## src/rtl/core/apd_pkg.sv

```systemverilog
// Package of the audio presence detector: field widths, command, event and
// register codes, and the command/status structs between controller and datapath.
// Depends on nothing.
`default_nettype none

package apd_pkg;

   // Default sample width and the fixed field widths.
   localparam int SAMPLE_BITS_DEF = 10;
   localparam int KIND_W          = 2;
   localparam int EVENT_W         = 2;
   localparam int VALUE_W         = 10;
   localparam int TIME_W          = 32;
   localparam int CNT_W           = 16;
   localparam int TOTAL_W         = CNT_W + 1;
   localparam int CAL_CNT_W       = 24;
   localparam int PCT_W           = 7;
   localparam int LEVEL_W         = 10;
   localparam int WINDOW_W        = 16;
   localparam int CSR_INDEX_W     = 3;
   localparam int CSR_DATA_W      = 16;
   localparam int OUT_DATA_W      = ((VALUE_W + 7) / 8) * 8;
   localparam int PCT_PROD_W      = CNT_W + PCT_W;
   localparam logic [PCT_PROD_W-1:0] PCT_SCALE = PCT_PROD_W'(100);

   // Kind of an input transaction.
   typedef enum logic [KIND_W-1:0] {
      KIND_SAMPLE  = 2'd0,
      KIND_CALIB   = 2'd1,
      KIND_RESTART = 2'd2,
      KIND_STOP    = 2'd3
   } kind_type;

   // Kind of a result transaction.
   typedef enum logic [EVENT_W-1:0] {
      EV_SIGNAL     = 2'd0,
      EV_SILENCE    = 2'd1,
      EV_REPORT     = 2'd2,
      EV_CALIB_DONE = 2'd3
   } event_type;

   // Presence decision.
   typedef enum logic [1:0] {
      PRES_UNKNOWN = 2'd0,
      PRES_SIGNAL  = 2'd1,
      PRES_SILENCE = 2'd2
   } presence_type;

   // Configuration register indexes.
   typedef enum logic [CSR_INDEX_W-1:0] {
      REG_ZERO_LEVEL    = 3'd0,
      REG_SENSITIVITY   = 3'd1,
      REG_THRESHOLD     = 3'd2,
      REG_INTERVAL      = 3'd3,
      REG_SIGNAL_WIN    = 3'd4,
      REG_SILENCE_WIN   = 3'd5,
      REG_CALIB_TIMEOUT = 3'd6
   } csr_index_type;

   // Commands from the controller to the datapath.
   typedef struct packed {
      logic load;         // capture the input transaction
      logic apply_ctl;    // execute a calibrate, restart or stop command
      logic accumulate;   // add the sample to the calibration sum
      logic measure;      // count the sample loud or quiet
      logic start_pct;    // start percentage and window divisions
      logic start_mean;   // start the calibration mean division
      logic decide;       // take decisions and fill the result buffer
      logic finish_mean;  // place the mean in the result buffer and restart
      logic push;         // move a buffered result to the output register
      logic push_idx;     // which buffered result to move
   } cmd_type;

   // Status from the datapath to the controller.
   typedef struct packed {
      logic       is_ctl;
      logic       stopped;
      logic       calibrating;
      logic       calib_running;
      logic       interval_ok;
      logic       div_done;
      logic [1:0] res_count;
      logic       out_free;
   } status_type;

endpackage

`default_nettype wire

```

## src/rtl/core/audio_presence_detector.sv

```systemverilog
// Audio presence detector: a sample stream goes in, signal, silence, report and
// calibration events come out. One item is in work at a time. A measured
// sample spends most of its time in the shared restoring divider that produces
// the loud percentage one bit per cycle over SAMPLE_BITS + 24 bits, with the
// two window residues computed beside it; the end of a calibration run uses
// the same divider. Results wait in an output register, so a new item is
// accepted while the last result of the previous one is still pending; any
// other result waits, and holds the input off, for as long as that register
// stays full.
// Depends on apd_pkg, apd_ctrl, apd_datapath and apd_divider.
`default_nettype none

module audio_presence_detector #(
   parameter int SAMPLE_BITS = apd_pkg::SAMPLE_BITS_DEF
) (
   input  wire logic clock,
   input  wire logic reset,
   // Input stream.
   input  wire logic req_tvalid,
   output logic      req_tready,
   // tdata: sample [SAMPLE_BITS-1:0], now_ms [SAMPLE_BITS+31:SAMPLE_BITS], zero fill
   input  wire logic [((SAMPLE_BITS + apd_pkg::TIME_W + 7) / 8) * 8 - 1:0] req_tdata,
   // tuser: kind [1:0]
   input  wire logic [apd_pkg::KIND_W-1:0] req_tuser,
   // Result stream.
   output logic      rsp_tvalid,
   input  wire logic rsp_tready,
   // tdata: value [9:0], zero fill
   output logic [apd_pkg::OUT_DATA_W-1:0] rsp_tdata,
   // tuser: event_res [1:0]
   output logic [apd_pkg::EVENT_W-1:0] rsp_tuser,
   output logic      rsp_tlast,
   // Configuration write channel.
   input  wire logic csr_valid,
   output logic      csr_ready,
   input  wire logic [apd_pkg::CSR_INDEX_W-1:0] csr_index,
   input  wire logic [apd_pkg::CSR_DATA_W-1:0]  csr_data
);

   import apd_pkg::*;

   cmd_type            cmd;
   status_type         status;
   event_type          rsp_event;
   logic [VALUE_W-1:0] rsp_value;

   assign csr_ready = 1'b1;

   apd_ctrl u_ctrl (
      .clock     (clock),
      .reset     (reset),
      .req_valid (req_tvalid),
      .req_ready (req_tready),
      .status    (status),
      .cmd       (cmd)
   );

   apd_datapath #(.SAMPLE_BITS(SAMPLE_BITS)) u_datapath (
      .clock     (clock),
      .reset     (reset),
      .csr_write (csr_valid & csr_ready),
      .csr_index (csr_index),
      .csr_data  (csr_data),
      .in_kind   (req_tuser),
      .in_sample (req_tdata[SAMPLE_BITS-1:0]),
      .in_now    (req_tdata[SAMPLE_BITS+TIME_W-1:SAMPLE_BITS]),
      .cmd       (cmd),
      .status    (status),
      .rsp_ready (rsp_tready),
      .rsp_valid (rsp_tvalid),
      .rsp_event (rsp_event),
      .rsp_value (rsp_value),
      .rsp_last  (rsp_tlast)
   );

   assign rsp_tuser = rsp_event;
   assign rsp_tdata = OUT_DATA_W'(rsp_value);

   // An item is taken only when no division is running.
   assert property (@(posedge clock) disable iff (reset)
      (req_tvalid && req_tready) |-> status.div_done)
      else $error("input transaction accepted during a division");

   // A result is moved only into a free output register.
   assert property (@(posedge clock) disable iff (reset)
      cmd.push |-> status.out_free)
      else $error("result pushed over a pending result");

   // A percentage division is in progress in the cycle after it starts.
   assert property (@(posedge clock) disable iff (reset)
      cmd.start_pct |=> !status.div_done)
      else $error("divider did not start");

   // The end of a calibration run is always the only result of its item.
   assert property (@(posedge clock) disable iff (reset)
      (rsp_tvalid && (rsp_tuser == EV_CALIB_DONE)) |-> rsp_tlast)
      else $error("calibration result without last flag");

endmodule

`default_nettype wire

```

## src/rtl/core/apd_divider.sv

```systemverilog
// Restoring divider, one quotient bit per cycle, N quotient bits per division.
// Depends on nothing.
`default_nettype none

module apd_divider #(
   parameter int N = 34,
   parameter int D = 24
) (
   input  wire logic         clock,
   input  wire logic         reset,
   input  wire logic         start,
   input  wire logic [N-1:0] dividend,
   input  wire logic [D-1:0] divisor,
   output logic              busy,
   output logic [N-1:0]      quotient,
   output logic [D-1:0]      remainder
);

   localparam int CW = $clog2(N + 1);

   logic [CW-1:0] cnt_ff, cnt_in;
   logic [N-1:0]  quo_ff, quo_in;
   logic [D-1:0]  rem_ff, rem_in;
   logic [D-1:0]  div_ff, div_in;
   logic [D:0]    shifted;
   logic [D:0]    trial;

   // One shift-and-subtract step per cycle while the count runs.
   always_comb begin
      cnt_in  = cnt_ff;
      quo_in  = quo_ff;
      rem_in  = rem_ff;
      div_in  = div_ff;
      shifted = {rem_ff, quo_ff[N-1]};
      trial   = shifted - {1'b0, div_ff};
      if (start) begin
         cnt_in = CW'(N);
         quo_in = dividend;
         rem_in = '0;
         div_in = divisor;
      end else if (cnt_ff != '0) begin
         cnt_in = cnt_ff - 1'b1;
         if (!trial[D]) begin
            rem_in = trial[D-1:0];
            quo_in = {quo_ff[N-2:0], 1'b1};
         end else begin
            rem_in = shifted[D-1:0];
            quo_in = {quo_ff[N-2:0], 1'b0};
         end
      end
   end

   // The operands are cleared at reset so the outputs are known before the
   // first division.
   always_ff @(posedge clock) begin
      if (reset) begin
         cnt_ff <= '0;
         quo_ff <= '0;
         rem_ff <= '0;
         div_ff <= '0;
      end else begin
         cnt_ff <= cnt_in;
         quo_ff <= quo_in;
         rem_ff <= rem_in;
         div_ff <= div_in;
      end
   end

   assign busy      = (cnt_ff != '0);
   assign quotient  = quo_ff;
   assign remainder = rem_ff;

endmodule

`default_nettype wire

```

## src/rtl/core/apd_ctrl.sv

```systemverilog
// Controller state machine of the audio presence detector.
// Depends on apd_pkg; drives the datapath through cmd_type, reads status_type.
`default_nettype none

module apd_ctrl (
   input  wire logic                clock,
   input  wire logic                reset,
   input  wire logic                req_valid,
   output logic                     req_ready,
   input  wire apd_pkg::status_type status,
   output apd_pkg::cmd_type         cmd
);

   import apd_pkg::*;

   typedef enum logic [2:0] {
      S_IDLE,
      S_EVAL,
      S_PCT_START,
      S_PCT_WAIT,
      S_DECIDE,
      S_MEAN_WAIT,
      S_PUSH
   } state_type;

   state_type state_ff, state_in;
   logic      push_idx_ff, push_idx_in;
   logic      push_is_last;

   assign push_is_last = ({1'b0, push_idx_ff} + 2'd1) == status.res_count;

   // Next state and command decode.
   always_comb begin
      state_in     = state_ff;
      push_idx_in  = push_idx_ff;
      cmd          = '0;
      cmd.push_idx = push_idx_ff;
      req_ready    = 1'b0;
      unique case (state_ff)
         S_IDLE: begin
            req_ready = 1'b1;
            if (req_valid) begin
               cmd.load = 1'b1;
               state_in = S_EVAL;
            end
         end
         S_EVAL: begin
            if (status.is_ctl) begin
               cmd.apply_ctl = 1'b1;
               state_in      = S_IDLE;
            end else if (status.stopped) begin
               state_in = S_IDLE;
            end else if (status.calibrating) begin
               if (status.calib_running) begin
                  cmd.accumulate = 1'b1;
                  state_in       = S_IDLE;
               end else begin
                  cmd.start_mean = 1'b1;
                  state_in       = S_MEAN_WAIT;
               end
            end else if (status.interval_ok) begin
               cmd.measure = 1'b1;
               state_in    = S_PCT_START;
            end else begin
               state_in = S_IDLE;
            end
         end
         S_PCT_START: begin
            cmd.start_pct = 1'b1;
            state_in      = S_PCT_WAIT;
         end
         S_PCT_WAIT: begin
            if (status.div_done) begin
               state_in = S_DECIDE;
            end
         end
         S_DECIDE: begin
            cmd.decide  = 1'b1;
            push_idx_in = 1'b0;
            state_in    = S_PUSH;
         end
         S_MEAN_WAIT: begin
            if (status.div_done) begin
               cmd.finish_mean = 1'b1;
               push_idx_in     = 1'b0;
               state_in        = S_PUSH;
            end
         end
         S_PUSH: begin
            if (status.res_count == 2'd0) begin
               state_in = S_IDLE;
            end else if (status.out_free) begin
               cmd.push = 1'b1;
               if (push_is_last) begin
                  state_in = S_IDLE;
               end else begin
                  push_idx_in = 1'b1;
               end
            end
         end
         default: begin
            state_in = S_IDLE;
         end
      endcase
   end

   // State and push index.
   always_ff @(posedge clock) begin
      if (reset) begin
         state_ff    <= S_IDLE;
         push_idx_ff <= 1'b0;
      end else begin
         state_ff    <= state_in;
         push_idx_ff <= push_idx_in;
      end
   end

endmodule

`default_nettype wire

```

## src/rtl/core/apd_datapath.sv

```systemverilog
// Datapath of the audio presence detector: configuration registers, counters,
// calibration accumulator, dividers, result buffer and output register.
// Depends on apd_pkg and apd_divider.
`default_nettype none

module apd_datapath #(
   parameter int SAMPLE_BITS = apd_pkg::SAMPLE_BITS_DEF
) (
   input  wire logic                             clock,
   input  wire logic                             reset,
   // Configuration writes.
   input  wire logic                             csr_write,
   input  wire logic [apd_pkg::CSR_INDEX_W-1:0]  csr_index,
   input  wire logic [apd_pkg::CSR_DATA_W-1:0]   csr_data,
   // Input fields.
   input  wire logic [apd_pkg::KIND_W-1:0]       in_kind,
   input  wire logic [SAMPLE_BITS-1:0]           in_sample,
   input  wire logic [apd_pkg::TIME_W-1:0]       in_now,
   // Controller interface.
   input  wire apd_pkg::cmd_type                 cmd,
   output apd_pkg::status_type                   status,
   // Result register.
   input  wire logic                             rsp_ready,
   output logic                                  rsp_valid,
   output apd_pkg::event_type                    rsp_event,
   output logic [apd_pkg::VALUE_W-1:0]           rsp_value,
   output logic                                  rsp_last
);

   import apd_pkg::*;

   localparam int CSUM_W = SAMPLE_BITS + CAL_CNT_W;
   localparam int DEV_W  = (SAMPLE_BITS > LEVEL_W) ? SAMPLE_BITS : LEVEL_W;

   // Configuration registers.
   logic [LEVEL_W-1:0]  zero_level_ff;
   logic [LEVEL_W-1:0]  sensitivity_ff;
   logic [PCT_W-1:0]    threshold_ff;
   logic [WINDOW_W-1:0] interval_ff;
   logic [WINDOW_W-1:0] signal_win_ff;
   logic [WINDOW_W-1:0] silence_win_ff;
   logic [WINDOW_W-1:0] calib_timeout_ff;

   // Captured input transaction.
   kind_type               kind_ff;
   logic [SAMPLE_BITS-1:0] sample_ff;
   logic [TIME_W-1:0]      now_ff;

   // Detector state.
   logic                 stopped_ff;
   logic                 calibrating_ff;
   presence_type         presence_ff;
   logic [CNT_W-1:0]     loud_ff;
   logic [CNT_W-1:0]     quiet_ff;
   logic [TIME_W-1:0]    last_meas_ff;
   logic [TIME_W-1:0]    cal_start_ff;
   logic [CSUM_W-1:0]    cal_sum_ff;
   logic [CAL_CNT_W-1:0] cal_cnt_ff;

   // Result buffer and output register.
   event_type          res_ev0_ff;
   event_type          res_ev1_ff;
   logic [VALUE_W-1:0] res_value_ff;
   logic [1:0]         res_count_ff;
   logic               rsp_valid_ff;
   event_type          rsp_event_ff;
   logic [VALUE_W-1:0] rsp_value_ff;
   logic               rsp_last_ff;

   // Derived values.
   logic [DEV_W-1:0]      smp_ext;
   logic [DEV_W-1:0]      zero_ext;
   logic [DEV_W-1:0]      dev;
   logic                  is_loud;
   logic [TIME_W-1:0]     since_meas;
   logic [TIME_W-1:0]     since_cal;
   logic [WINDOW_W-1:0]   sw_eff;
   logic [WINDOW_W-1:0]   qw_eff;
   logic [WINDOW_W-1:0]   win_max;
   logic [TOTAL_W-1:0]    total;
   logic [PCT_PROD_W-1:0] loud_scaled;

   // Divider connections.
   logic                 main_start;
   logic [CSUM_W-1:0]    main_dividend;
   logic [CAL_CNT_W-1:0] main_divisor;
   logic                 main_busy;
   logic [CSUM_W-1:0]    main_quo;
   logic [CAL_CNT_W-1:0] main_rem;
   logic                 sw_busy;
   logic [TOTAL_W-1:0]   sw_quo;
   logic [WINDOW_W-1:0]  sw_rem;
   logic                 qw_busy;
   logic [TOTAL_W-1:0]   qw_quo;
   logic [WINDOW_W-1:0]  qw_rem;

   // Decision logic.
   logic [PCT_W-1:0]   pct;
   logic [VALUE_W-1:0] mean;
   logic               fire_sig;
   logic               fire_sil;
   logic               fire_rep;

   assign smp_ext    = DEV_W'(sample_ff);
   assign zero_ext   = DEV_W'(zero_level_ff);
   assign dev        = (smp_ext >= zero_ext) ? smp_ext - zero_ext : zero_ext - smp_ext;
   assign is_loud    = dev > DEV_W'(sensitivity_ff);
   assign since_meas = now_ff - last_meas_ff;
   assign since_cal  = now_ff - cal_start_ff;
   assign sw_eff     = (signal_win_ff == '0) ? WINDOW_W'(1) : signal_win_ff;
   assign qw_eff     = (silence_win_ff == '0) ? WINDOW_W'(1) : silence_win_ff;
   assign win_max    = (sw_eff > qw_eff) ? sw_eff : qw_eff;
   assign total      = TOTAL_W'(loud_ff) + TOTAL_W'(quiet_ff);
   assign loud_scaled = PCT_PROD_W'(loud_ff) * PCT_SCALE;

   // The main divider serves the percentage and the calibration mean.
   assign main_start    = cmd.start_pct | cmd.start_mean;
   assign main_dividend = cmd.start_mean ? cal_sum_ff : CSUM_W'(loud_scaled);
   assign main_divisor  = cmd.start_mean ? cal_cnt_ff : CAL_CNT_W'(total);

   apd_divider #(.N(CSUM_W), .D(CAL_CNT_W)) u_div_main (
      .clock     (clock),
      .reset     (reset),
      .start     (main_start),
      .dividend  (main_dividend),
      .divisor   (main_divisor),
      .busy      (main_busy),
      .quotient  (main_quo),
      .remainder (main_rem)
   );

   // Window residues run beside the percentage division.
   apd_divider #(.N(TOTAL_W), .D(WINDOW_W)) u_div_sw (
      .clock     (clock),
      .reset     (reset),
      .start     (cmd.start_pct),
      .dividend  (total),
      .divisor   (sw_eff),
      .busy      (sw_busy),
      .quotient  (sw_quo),
      .remainder (sw_rem)
   );

   apd_divider #(.N(TOTAL_W), .D(WINDOW_W)) u_div_qw (
      .clock     (clock),
      .reset     (reset),
      .start     (cmd.start_pct),
      .dividend  (total),
      .divisor   (qw_eff),
      .busy      (qw_busy),
      .quotient  (qw_quo),
      .remainder (qw_rem)
   );

   // Decisions from the finished divisions. The quotients of the window
   // divisions and the main remainder are not needed.
   assign pct      = main_quo[PCT_W-1:0];
   assign mean     = (cal_cnt_ff == '0) ? '0 : main_quo[VALUE_W-1:0];
   assign fire_sig = (sw_rem == '0) && (presence_ff != PRES_SIGNAL) && (pct >= threshold_ff);
   assign fire_sil = (qw_rem == '0) && (presence_ff != PRES_SILENCE) && (pct < threshold_ff);
   assign fire_rep = (total == TOTAL_W'(win_max));

   // Status to the controller.
   assign status.is_ctl        = (kind_ff != KIND_SAMPLE);
   assign status.stopped       = stopped_ff;
   assign status.calibrating   = calibrating_ff;
   assign status.calib_running = since_cal < TIME_W'(calib_timeout_ff);
   assign status.interval_ok   = !(since_meas < TIME_W'(interval_ff));
   assign status.div_done      = !main_busy && !sw_busy && !qw_busy
                                 && (sw_quo == sw_quo) && (qw_quo == qw_quo)
                                 && (main_rem == main_rem);
   assign status.res_count     = res_count_ff;
   assign status.out_free      = !rsp_valid_ff || rsp_ready;

   // Configuration registers.
   always_ff @(posedge clock) begin
      if (reset) begin
         zero_level_ff    <= LEVEL_W'(512);
         sensitivity_ff   <= '0;
         threshold_ff     <= PCT_W'(50);
         interval_ff      <= '0;
         signal_win_ff    <= WINDOW_W'(1);
         silence_win_ff   <= WINDOW_W'(1);
         calib_timeout_ff <= '0;
      end else if (csr_write) begin
         unique case (csr_index_type'(csr_index))
            REG_ZERO_LEVEL:    zero_level_ff    <= csr_data[LEVEL_W-1:0];
            REG_SENSITIVITY:   sensitivity_ff   <= csr_data[LEVEL_W-1:0];
            REG_THRESHOLD:     threshold_ff     <= csr_data[PCT_W-1:0];
            REG_INTERVAL:      interval_ff      <= csr_data[WINDOW_W-1:0];
            REG_SIGNAL_WIN:    signal_win_ff    <= csr_data[WINDOW_W-1:0];
            REG_SILENCE_WIN:   silence_win_ff   <= csr_data[WINDOW_W-1:0];
            REG_CALIB_TIMEOUT: calib_timeout_ff <= csr_data[WINDOW_W-1:0];
            default: begin
            end
         endcase
      end
   end

   // Captured input fields.
   always_ff @(posedge clock) begin
      if (cmd.load) begin
         kind_ff   <= kind_type'(in_kind);
         sample_ff <= in_sample;
         now_ff    <= in_now;
      end
   end

   // Detector state and result buffer.
   always_ff @(posedge clock) begin
      if (reset) begin
         stopped_ff     <= 1'b1;
         calibrating_ff <= 1'b0;
         presence_ff    <= PRES_UNKNOWN;
         loud_ff        <= '0;
         quiet_ff       <= '0;
         last_meas_ff   <= '0;
         cal_start_ff   <= '0;
         cal_sum_ff     <= '0;
         cal_cnt_ff     <= '0;
         res_count_ff   <= 2'd0;
      end else begin
         // Calibrate, restart and stop commands.
         if (cmd.apply_ctl) begin
            case (kind_ff)
               KIND_CALIB: begin
                  calibrating_ff <= 1'b1;
                  cal_sum_ff     <= '0;
                  cal_cnt_ff     <= '0;
                  cal_start_ff   <= now_ff;
               end
               KIND_RESTART: begin
                  loud_ff        <= '0;
                  quiet_ff       <= '0;
                  presence_ff    <= PRES_UNKNOWN;
                  calibrating_ff <= 1'b0;
                  last_meas_ff   <= now_ff;
                  stopped_ff     <= 1'b0;
               end
               KIND_STOP: begin
                  presence_ff <= PRES_UNKNOWN;
                  stopped_ff  <= 1'b1;
               end
               default: begin
               end
            endcase
         end

         // Calibration accumulation stops once the count is full.
         if (cmd.accumulate && (cal_cnt_ff != '1)) begin
            cal_sum_ff <= cal_sum_ff + CSUM_W'(sample_ff);
            cal_cnt_ff <= cal_cnt_ff + 1'b1;
         end

         // Saturating loud and quiet counts.
         if (cmd.measure) begin
            last_meas_ff <= now_ff;
            if (is_loud) begin
               if (loud_ff != '1) begin
                  loud_ff <= loud_ff + 1'b1;
               end
            end else if (quiet_ff != '1) begin
               quiet_ff <= quiet_ff + 1'b1;
            end
         end

         // Signal or silence decision first, then the report.
         if (cmd.decide) begin
            res_value_ff <= VALUE_W'(pct);
            res_ev1_ff   <= EV_REPORT;
            if (fire_sig) begin
               presence_ff <= PRES_SIGNAL;
               res_ev0_ff  <= EV_SIGNAL;
            end else if (fire_sil) begin
               presence_ff <= PRES_SILENCE;
               res_ev0_ff  <= EV_SILENCE;
            end else begin
               res_ev0_ff <= EV_REPORT;
            end
            res_count_ff <= 2'({1'b0, fire_sig | fire_sil} + {1'b0, fire_rep});
            if (fire_rep) begin
               loud_ff  <= '0;
               quiet_ff <= '0;
            end
         end

         // End of calibration: report the mean and restart.
         if (cmd.finish_mean) begin
            res_value_ff   <= mean;
            res_ev0_ff     <= EV_CALIB_DONE;
            res_count_ff   <= 2'd1;
            loud_ff        <= '0;
            quiet_ff       <= '0;
            presence_ff    <= PRES_UNKNOWN;
            calibrating_ff <= 1'b0;
            last_meas_ff   <= now_ff;
            stopped_ff     <= 1'b0;
         end
      end
   end

   // Output register: loaded from the buffer, emptied by a transaction.
   always_ff @(posedge clock) begin
      if (reset) begin
         rsp_valid_ff <= 1'b0;
      end else if (cmd.push) begin
         rsp_valid_ff <= 1'b1;
      end else if (rsp_ready) begin
         rsp_valid_ff <= 1'b0;
      end
      if (cmd.push) begin
         rsp_event_ff <= cmd.push_idx ? res_ev1_ff : res_ev0_ff;
         rsp_value_ff <= res_value_ff;
         rsp_last_ff  <= ({1'b0, cmd.push_idx} + 2'd1) == res_count_ff;
      end
   end

   assign rsp_valid = rsp_valid_ff;
   assign rsp_event = rsp_event_ff;
   assign rsp_value = rsp_value_ff;
   assign rsp_last  = rsp_last_ff;

endmodule

`default_nettype wire
```

## config.mk

```make
export PLATFORM = sky130hd
export DESIGN_NAME = audio_presence_detector
export DESIGN_NICKNAME = d
export VERILOG_FILES = /design/src/rtl/core/apd_pkg.sv /design/src/rtl/core/audio_presence_detector.sv /design/src/rtl/core/apd_divider.sv /design/src/rtl/core/apd_ctrl.sv /design/src/rtl/core/apd_datapath.sv
export SDC_FILE = /design/constraint.sdc
export NUM_CORES = 2
export LEC_CHECK = 0
export BUFFER_PORTS_ARGS = -buffer_cell sky130_fd_sc_hd__buf_2
export CORE_AREA = 2 2 245 247
export DETAILED_ROUTE_END_ITERATION = 10
export DIE_AREA = 0 0 247 249
export PLACE_DENSITY = 0.87
export SYNTH_ARGS = -nofsm -noshare
export SYNTH_HDL_FRONTEND = slang
export SYNTH_SLANG_ARGS = --single-unit
```

## constraint.sdc

```tcl
create_clock -name clock -period 5.1 [get_ports clock]
set_input_delay 1.02 -clock clock [delete_from_list [all_inputs] [get_ports clock]]
set_output_delay 1.02 -clock clock [all_outputs]
set_load 0.01 [all_outputs]
```

# Word-level counts from Yosys, hierarchy flattened
# Cells that the tools add are included.
dict set report op_classes {
  bitwise 3
  magnitude_cmp 7
  n_mul 1
  n_mux 107
  add_sub_neg 17
  n_eq_ne 30
  n_reduce_logical 56
}
# cell n
set op_table {}
lappend op_table {{16-bit two-way mux} 19}
lappend op_table {{34-bit two-way mux} 6}
lappend op_table {{32-bit two-way mux} 4}
lappend op_table {{24-bit two-way mux} 5}
lappend op_table {{17-bit two-way mux} 4}
lappend op_table {{16-bit logical NOT} 4}
lappend op_table {{32-bit by 16-bit < comparator with 1-bit output} 2}
lappend op_table {{32-bit subtractor} 2}
lappend op_table {{10-bit two-way mux} 4}
lappend op_table {{34-bit by 10-bit adder with 34-bit output} 1}
lappend op_table {{17-bit by 16-bit subtractor with 17-bit output} 2}
lappend op_table {{1-bit two-way mux} 33}
lappend op_table {{3-bit two-way mux} 11}
lappend op_table {{16-bit by 1-bit adder with 16-bit output, second input constant} 2}
lappend op_table {{16-bit inequality test, second input constant} 2}
lappend op_table {{2-bit AND reduction} 13}
lappend op_table {{25-bit by 24-bit subtractor with 25-bit output} 1}
lappend op_table {{24-bit by 1-bit adder with 24-bit output, second input constant} 1}
lappend op_table {{24-bit logical NOT} 1}
lappend op_table {{24-bit inequality test, second input constant} 1}
lappend op_table {{2-bit two-way mux} 11}
lappend op_table {{16-bit by 5-bit multiplier with 21-bit output, second input constant} 1}
lappend op_table {{3-bit one-hot mux with 7 select lines} 1}
lappend op_table {{5-bit two-way mux} 4}
lappend op_table {{other kinds (38)} 86}
dict set report totals {
  inputBits 74
  regBits 521
  elab_cells 265
  out_inout_bits 22
}

# Longest topological paths before layout
dict set report depth {
  ltp_word 13
  depth_mapped 27
  depth_no_buf 25
}

# Modules after synthesis
# From an unflattened synthesis, not the netlist that was laid out.
dict set report unflattened {
  cells_unflattened 4289
  hier_area_um2 33873.7
}
# module instances area_per_inst_um2 cells_each seq_area_each_um2
set modules_own_cells {}
lappend modules_own_cells {apd_datapath 1 22203.8 2790 7116.8}
lappend modules_own_cells {{apd_divider at u_datapath.u_div_main} 1 4987.3 653 1761.7}
lappend modules_own_cells {{apd_divider at u_datapath.u_div_sw} 1 3151.8 395 1081.0}
lappend modules_own_cells {{apd_divider at u_datapath.u_div_qw} 1 3060.4 391 1081.0}
lappend modules_own_cells {apd_ctrl 1 410.4 51 80.1}
lappend modules_own_cells {audio_presence_detector 1 60.1 9 0.0}

# Worst setup path after synthesis
# Ideal clock, no wire load.
dict set report synth_path {
  path_kind {flip-flop to flip-flop}
  startpoint {register u_datapath.sample_ff[0]}
  endpoint {register u_datapath.loud_ff[2]}
  arrival_time_ns 5.065
  required_ns 5.014
  setup_ns 0.086
  setup_slack_ns -0.051
  path_buffers 2
  stages_incl_launch_ff 28
  period_less_slack_ns 5.151
  cell_sequence {edfxtp_1 -> inv_1 -> ha_1 -> inv_1 -> fa_1 -> a21o_1 -> a21oi_1 -> o221ai_1 -> a2111oi_0 -> o21ai_1 -> mux2i_1 -> a21boi_0 -> o21ai_0 -> a21oi_1 -> o21a_1 -> xnor2_1 -> ha_1 -> nand4_1 -> nor3_1 -> inv_1 -> o221ai_1 -> nor2_1 -> a21oi_1 -> clkbuf_1 -> and2_1 -> clkbuf_1 -> a31oi_1 -> a211oi_1}
}
dict set report synth_between {
  elab_chain_cells 7
  elab_cells_between_ends 9
  cone_classes {add/sub (2); order compare (2); mux (5)}
}
# item line_no
set synth_lines {}
lappend synth_lines {{start: declaration} apd_datapath.sv:46} ;# logic [SAMPLE_BITS-1:0] sample_ff;
lappend synth_lines {{start signal: assignment} apd_datapath.sv:204} ;# sample_ff <= in_sample;
lappend synth_lines {{10-bit subtractor / 10-bit greater-or-equal comparator (equally long branches)} apd_datapath.sv:106} ;# assign dev = (smp_ext >= zero_ext) ? smp_ext - zero_ext : zero_ext - smp_ext;
lappend synth_lines {{10-bit two-way mux *} apd_datapath.sv:106}
lappend synth_lines {{10-bit > comparator *} apd_datapath.sv:107} ;# assign is_loud = dev > DEV_W'(sensitivity_ff);
lappend synth_lines {{16-bit two-way mux *} apd_datapath.sv:258} ;# if (is_loud) begin
lappend synth_lines {{16-bit two-way mux *} apd_datapath.sv:256} ;# if (cmd.measure) begin
lappend synth_lines {{16-bit two-way mux} apd_datapath.sv:281} ;# if (fire_rep) begin
lappend synth_lines {{16-bit two-way mux *} apd_datapath.sv:268} ;# if (cmd.decide) begin
lappend synth_lines {{end signal: assignment} apd_datapath.sv:260} ;# loud_ff <= loud_ff + 1'b1;
lappend synth_lines {{end: declaration} apd_datapath.sv:53} ;# logic [CNT_W-1:0] loud_ff;
# Every way passes the cells marked *; elsewhere a longest branch is shown, timed or not.
# A chain may end at the register's enable or synchronous reset.

# Final worst setup path
dict set report layout_path {
  startpoint {register u_datapath.sample_ff[0]}
  endpoint {register u_datapath.quiet_ff[11]}
}
dict set report layout_between {
  elab_chain_cells 7
  elab_cells_between_ends 9
  cone_classes {add/sub (2); order compare (2); mux (5)}
}
# item line_no
set layout_lines {}
lappend layout_lines {{10-bit subtractor / 10-bit greater-or-equal comparator (equally long branches)} apd_datapath.sv:106}
lappend layout_lines {{10-bit two-way mux *} apd_datapath.sv:106}
lappend layout_lines {{10-bit > comparator *} apd_datapath.sv:107}
lappend layout_lines {{16-bit two-way mux *} apd_datapath.sv:258}
lappend layout_lines {{16-bit two-way mux *} apd_datapath.sv:256}
lappend layout_lines {{16-bit two-way mux} apd_datapath.sv:281}
lappend layout_lines {{16-bit two-way mux *} apd_datapath.sv:268}
lappend layout_lines {{end signal: assignment} apd_datapath.sv:263} ;# quiet_ff <= quiet_ff + 1'b1;
lappend layout_lines {{end: declaration} apd_datapath.sv:54} ;# logic [CNT_W-1:0] quiet_ff;
# Marks and branches as above.

==> impl_metrics.py <==
metrics = {
    "run_status": {
        "status": "finished, violations left",
        "violations": "negative setup slack",
    },
    "logic_synthesis": {
        "seq_area_frac_synth": 0.330,
        "synth_top_area_frac": 0.268,
        "synth-edff-count": 69,
        "yosysWarnings": 0,
        "postSynthAreaPerCell_sq_um": 8.04,
        "syn-cell-area_sq_um": 33700,
        "synth_cells": 4199,
        "synth_ff_type": "dfxtp_1",
        "synth_seq_cells": 521,
        "synth_top_area_cell": "dfxtp_1",
        "async_reset_ff_frac": 0,
        "yosysUniqueCellTypes": 88,
        "synthTopCellsByArea": "dfxtp_1, ha_1, nand2_1",
    },
    "global_route": {
        "overflow": 0,
        "grt_pass1_vias": 29300,
        "antenna_found_initial": 3,
        "gr-usage-all-layers": 0.288,
        "grt_start_max_net_pins": 112,
        "grt_pass1_wl_um": 146000,
    },
    "floorplan": {
        "core.rowCount": 89,
        "fp.coreArea_sq_um": 58700,
        "top_level_ports": 96,
        "fp.dieW_um": 247,
        "die_area_sq_um": 61500,
        "die_h_um": 249,
        "start_util": 0.575,
    },
    "sta": {
        "hold_viol": 0,
        "finalCritPeriodShare": 1.02,
        "rsz0062_at_grt": "true",
        "finalCriticalPeriod_ns": 5.19,
        "slew_headroom": 0.293,
        "fin_worst_skew_ns": 0.0329,
        "fin_ws_ns": -0.0920,
        "clock.fmax_ghz": 0.193,
        "slew_violations": 0,
        "holdWs_ns": 0.424,
        "worst_pin_slew_ns": 1.06,
        "setup_viol": 19,
    },
    "worst_setup_path": {
        "crit_buf_inv": 4,
        "r2r_slack_ns": -0.09,
        "reg2reg_from": "u_datapath.sample_ff[0]$_DFFE_PP_",
        "critPathSlowestCell": "or4_4",
        "r2r_cells": 25,
        "cp.required_ns": 5.68,
        "arrival_ns": 5.77,
        "cp-end-kind": "register",
        "crit_family": "compound AO/OA/AOI/OAI gates",
        "rr_endpoint": "u_datapath.quiet_ff[11]$_SDFF_PP0_",
        "max_stage_delay_ns": 0.49,
        "path_class": "reg2reg",
        "crit_path_start_kind": "register",
        "worst-path-max-fanout": 6,
    },
    "routing": {
        "dr.pass1.iters": 6,
        "drcViolationCount": 0,
        "num_vias": 31500,
        "vias_per_cell": 6.20,
        "drt-total-wl_um": 94900,
        "antenna_left": 0,
        "drt_iter0_markers": 3200,
        "wl_per_cell_um": 18.7,
    },
    "placed_design": {
        "dp_cells": 4933,
        "placed_cell_area_sq_um": 35100,
        "portBuffers": 82,
        "dp.final_hpwl_um": 63700,
        "place_congestion": 0.950,
        "pre_cts_ws_ns": -0.485,
    },
    "layout": {
        "finalNetCount": 4635,
        "layout.cells.non_filler": 5072,
        "area_growth_pct": 12.4,
        "fin_area_sq_um": 37900,
        "drive_gt1_frac": 0.0996,
        "nFillCells": 4578,
    },
    "clocking": {
        "path_clk_slew_ns": 0.07,
        "cts_tree": "done",
        "clock_sinks": 521,
        "htree_levels": 2,
        "cts_hold_buffers": 0,
        "root_buffer": "clkbuf_16",
        "clk_path_buf_depth": 3,
        "clk_latency_ns": 0.65,
        "cts_buffers": 56,
    },
    "power": {
        "ir_drop_uv": 472,
        "powerDensity_nw_per_um2": 399,
        "p_leak_uw": 0.0152,
        "power_uw": 15100,
    },
    "min_path": {
        "hp-class": "reg2reg",
        "hold_depth": 0,
        "hold_path_end": "u_datapath.rsp_value[5]$_DFFE_PP_",
        "worstHoldStart": "u_datapath.res_value_ff[5]$_DFFE_PP_",
    },
    "run": {
        "maxCapViolations": 0,
    },
}
-- report_power, final --
part           switching, uW  internal [uW]  leakage, uW  total, uW
clock                   1810           2520     0.000958       4330
sequential               352           4560      0.00432       4910
combinational           3420           2470      0.00994       5890
-- area by class of cell --
cell class                      instances  area, sq um  area share
Tap cell                              773          967      0.0255
Sequential cell                       521        11100       0.293
Antenna cell                            2         5.00    0.000132
Inverter                              325         1220      0.0322
Multi-Input combinational cell       3147        21000       0.554
Clock buffer                           76         1640      0.0433
Clock inverter                         30          314     0.00828
Timing Repair Buffer                  198         1670      0.0440
-- worst max path at each step --
stage          slack, ns                                        to                              start  cells after the start
4_1_cts            0.007  u_datapath.last_meas_ff[18]$_SDFFE_PP0P_     u_datapath.now_ff[0]$_DFFE_PP_                     22
2_1_floorplan       0.04          u_datapath.loud_ff[2]$_SDFF_PP0_  u_datapath.sample_ff[0]$_DFFE_PP_                     27
6_report           -0.09        u_datapath.quiet_ff[11]$_SDFF_PP0_  u_datapath.sample_ff[0]$_DFFE_PP_                     25
5_1_grt            -0.37          u_datapath.loud_ff[2]$_SDFF_PP0_  u_datapath.sample_ff[0]$_DFFE_PP_                     27
3_5_place_dp       -0.49         u_datapath.quiet_ff[8]$_SDFF_PP0_  u_datapath.sample_ff[0]$_DFFE_PP_                     25
3_3_place_gp       -0.32         u_datapath.quiet_ff[8]$_SDFF_PP0_  u_datapath.sample_ff[0]$_DFFE_PP_                     25
-- metrics by stage --
step | TNS, ns | util
final | -0.858 | 0.647
after global placement | -6.25 | 0.598
after global routing | -11.07 | 0.646
after detailed placement | -10.83 | 0.598
after CTS | 0 | 0.632
after floorplan | 0 | -
-- registers in the layout (all words and copies together) (netlist names), 16 cells and up --
signal	count
u_datapath.last_meas_ff	32
u_datapath.signal_win_ff	16
u_datapath.cal_cnt_ff	24
u_datapath.u_div_qw.remainder	16
u_datapath.u_div_main.remainder	24
u_datapath.u_div_sw.remainder	16
u_datapath.calib_timeout_ff	16
u_datapath.cal_start_ff	32
u_datapath.silence_win_ff	16
u_datapath.u_div_sw.div_ff	16
u_datapath.now_ff	32
u_datapath.u_div_main.quotient	34
u_datapath.quiet_ff	16
u_datapath.u_div_qw.div_ff	16
u_datapath.u_div_sw.quotient	17
u_datapath.u_div_main.div_ff	24
u_datapath.u_div_qw.quotient	17
u_datapath.interval_ff	16
u_datapath.loud_ff	16
u_datapath.cal_sum_ff	34
-- Yosys cell counts, drive strengths merged, types with 13 or more instances --
library cell	count
fa	20
a311oi	26
edfxtp	69
xnor2	110
o21ai	152
inv	325
a211oi	59
mux2	22
and2	32
o31ai	13
o2bb2ai	13
nand3	100
o22ai	17
dfxtp	452
nand2	581
nor2b	44
or2	15
o311a	18
nor2	287
nor3	81
xor2	50
or3	44
mux2i	125
and3	49
nor4	33
buf	43
a31oi	78
a21o	55
a21oi	427
nand2b	113
clkbuf	169
nand4	38
ha	292
o21bai	23
o211ai	46
o21a	25
-- what timing repair did --
item	4_1_cts	5_1_grt
endpoints found under the setup margin	103	193
pin swaps	6	52
setup buffers	2	18
cloned	0	11
resized for setup	14	88
-- kinds of logic (layout without fill, tap and decap cells) --
group / Yosys count / in the layout / share of synthesized area
and+or+nand+nor: 1468 / 1469 / 0.205
AOI/OAI and AO/OA: 1051 / 1051 / 0.196
buffers and inverters: 537 / 629 / 0.0626
DFF: 521 / 521 / 0.330
adders and majority gates: 312 / 312 / 0.120
xor gates and xnor gates: 161 / 161 / 0.0422
muxes: 147 / 147 / 0.0444
other: 2 / 9 / 0.000223
-- routing by layer --
layer	vias to the layer above	share of wire	global-route usage	wire (um)
li1	14900	-	-	-
met1	14800	0.40	0.364	37600
met2	1441	0.47	0.478	44600
met3	319	0.081	0.0419	7690
met4	2	0.053	0.142	4990
met5	-	0.00097	0	92
-- placed cells by master (no fill, tap or decap), types with 55 or more instances in the layout --
cell	instances
dfxtp_1	452
xnor2_1	108
a31oi_1	76
ha_1	289
o21ai_0	135
clkbuf_16	69
nand2b_1	112
nor3_1	74
inv_1	323
buf_2	81
a21o_1	55
nand3_1	98
a21oi_1	418
buf_4	84
nand2_1	576
nor2_1	286
mux2i_1	123
edfxtp_1	69
No activity file was read; power rests on OpenSTA's default activity.
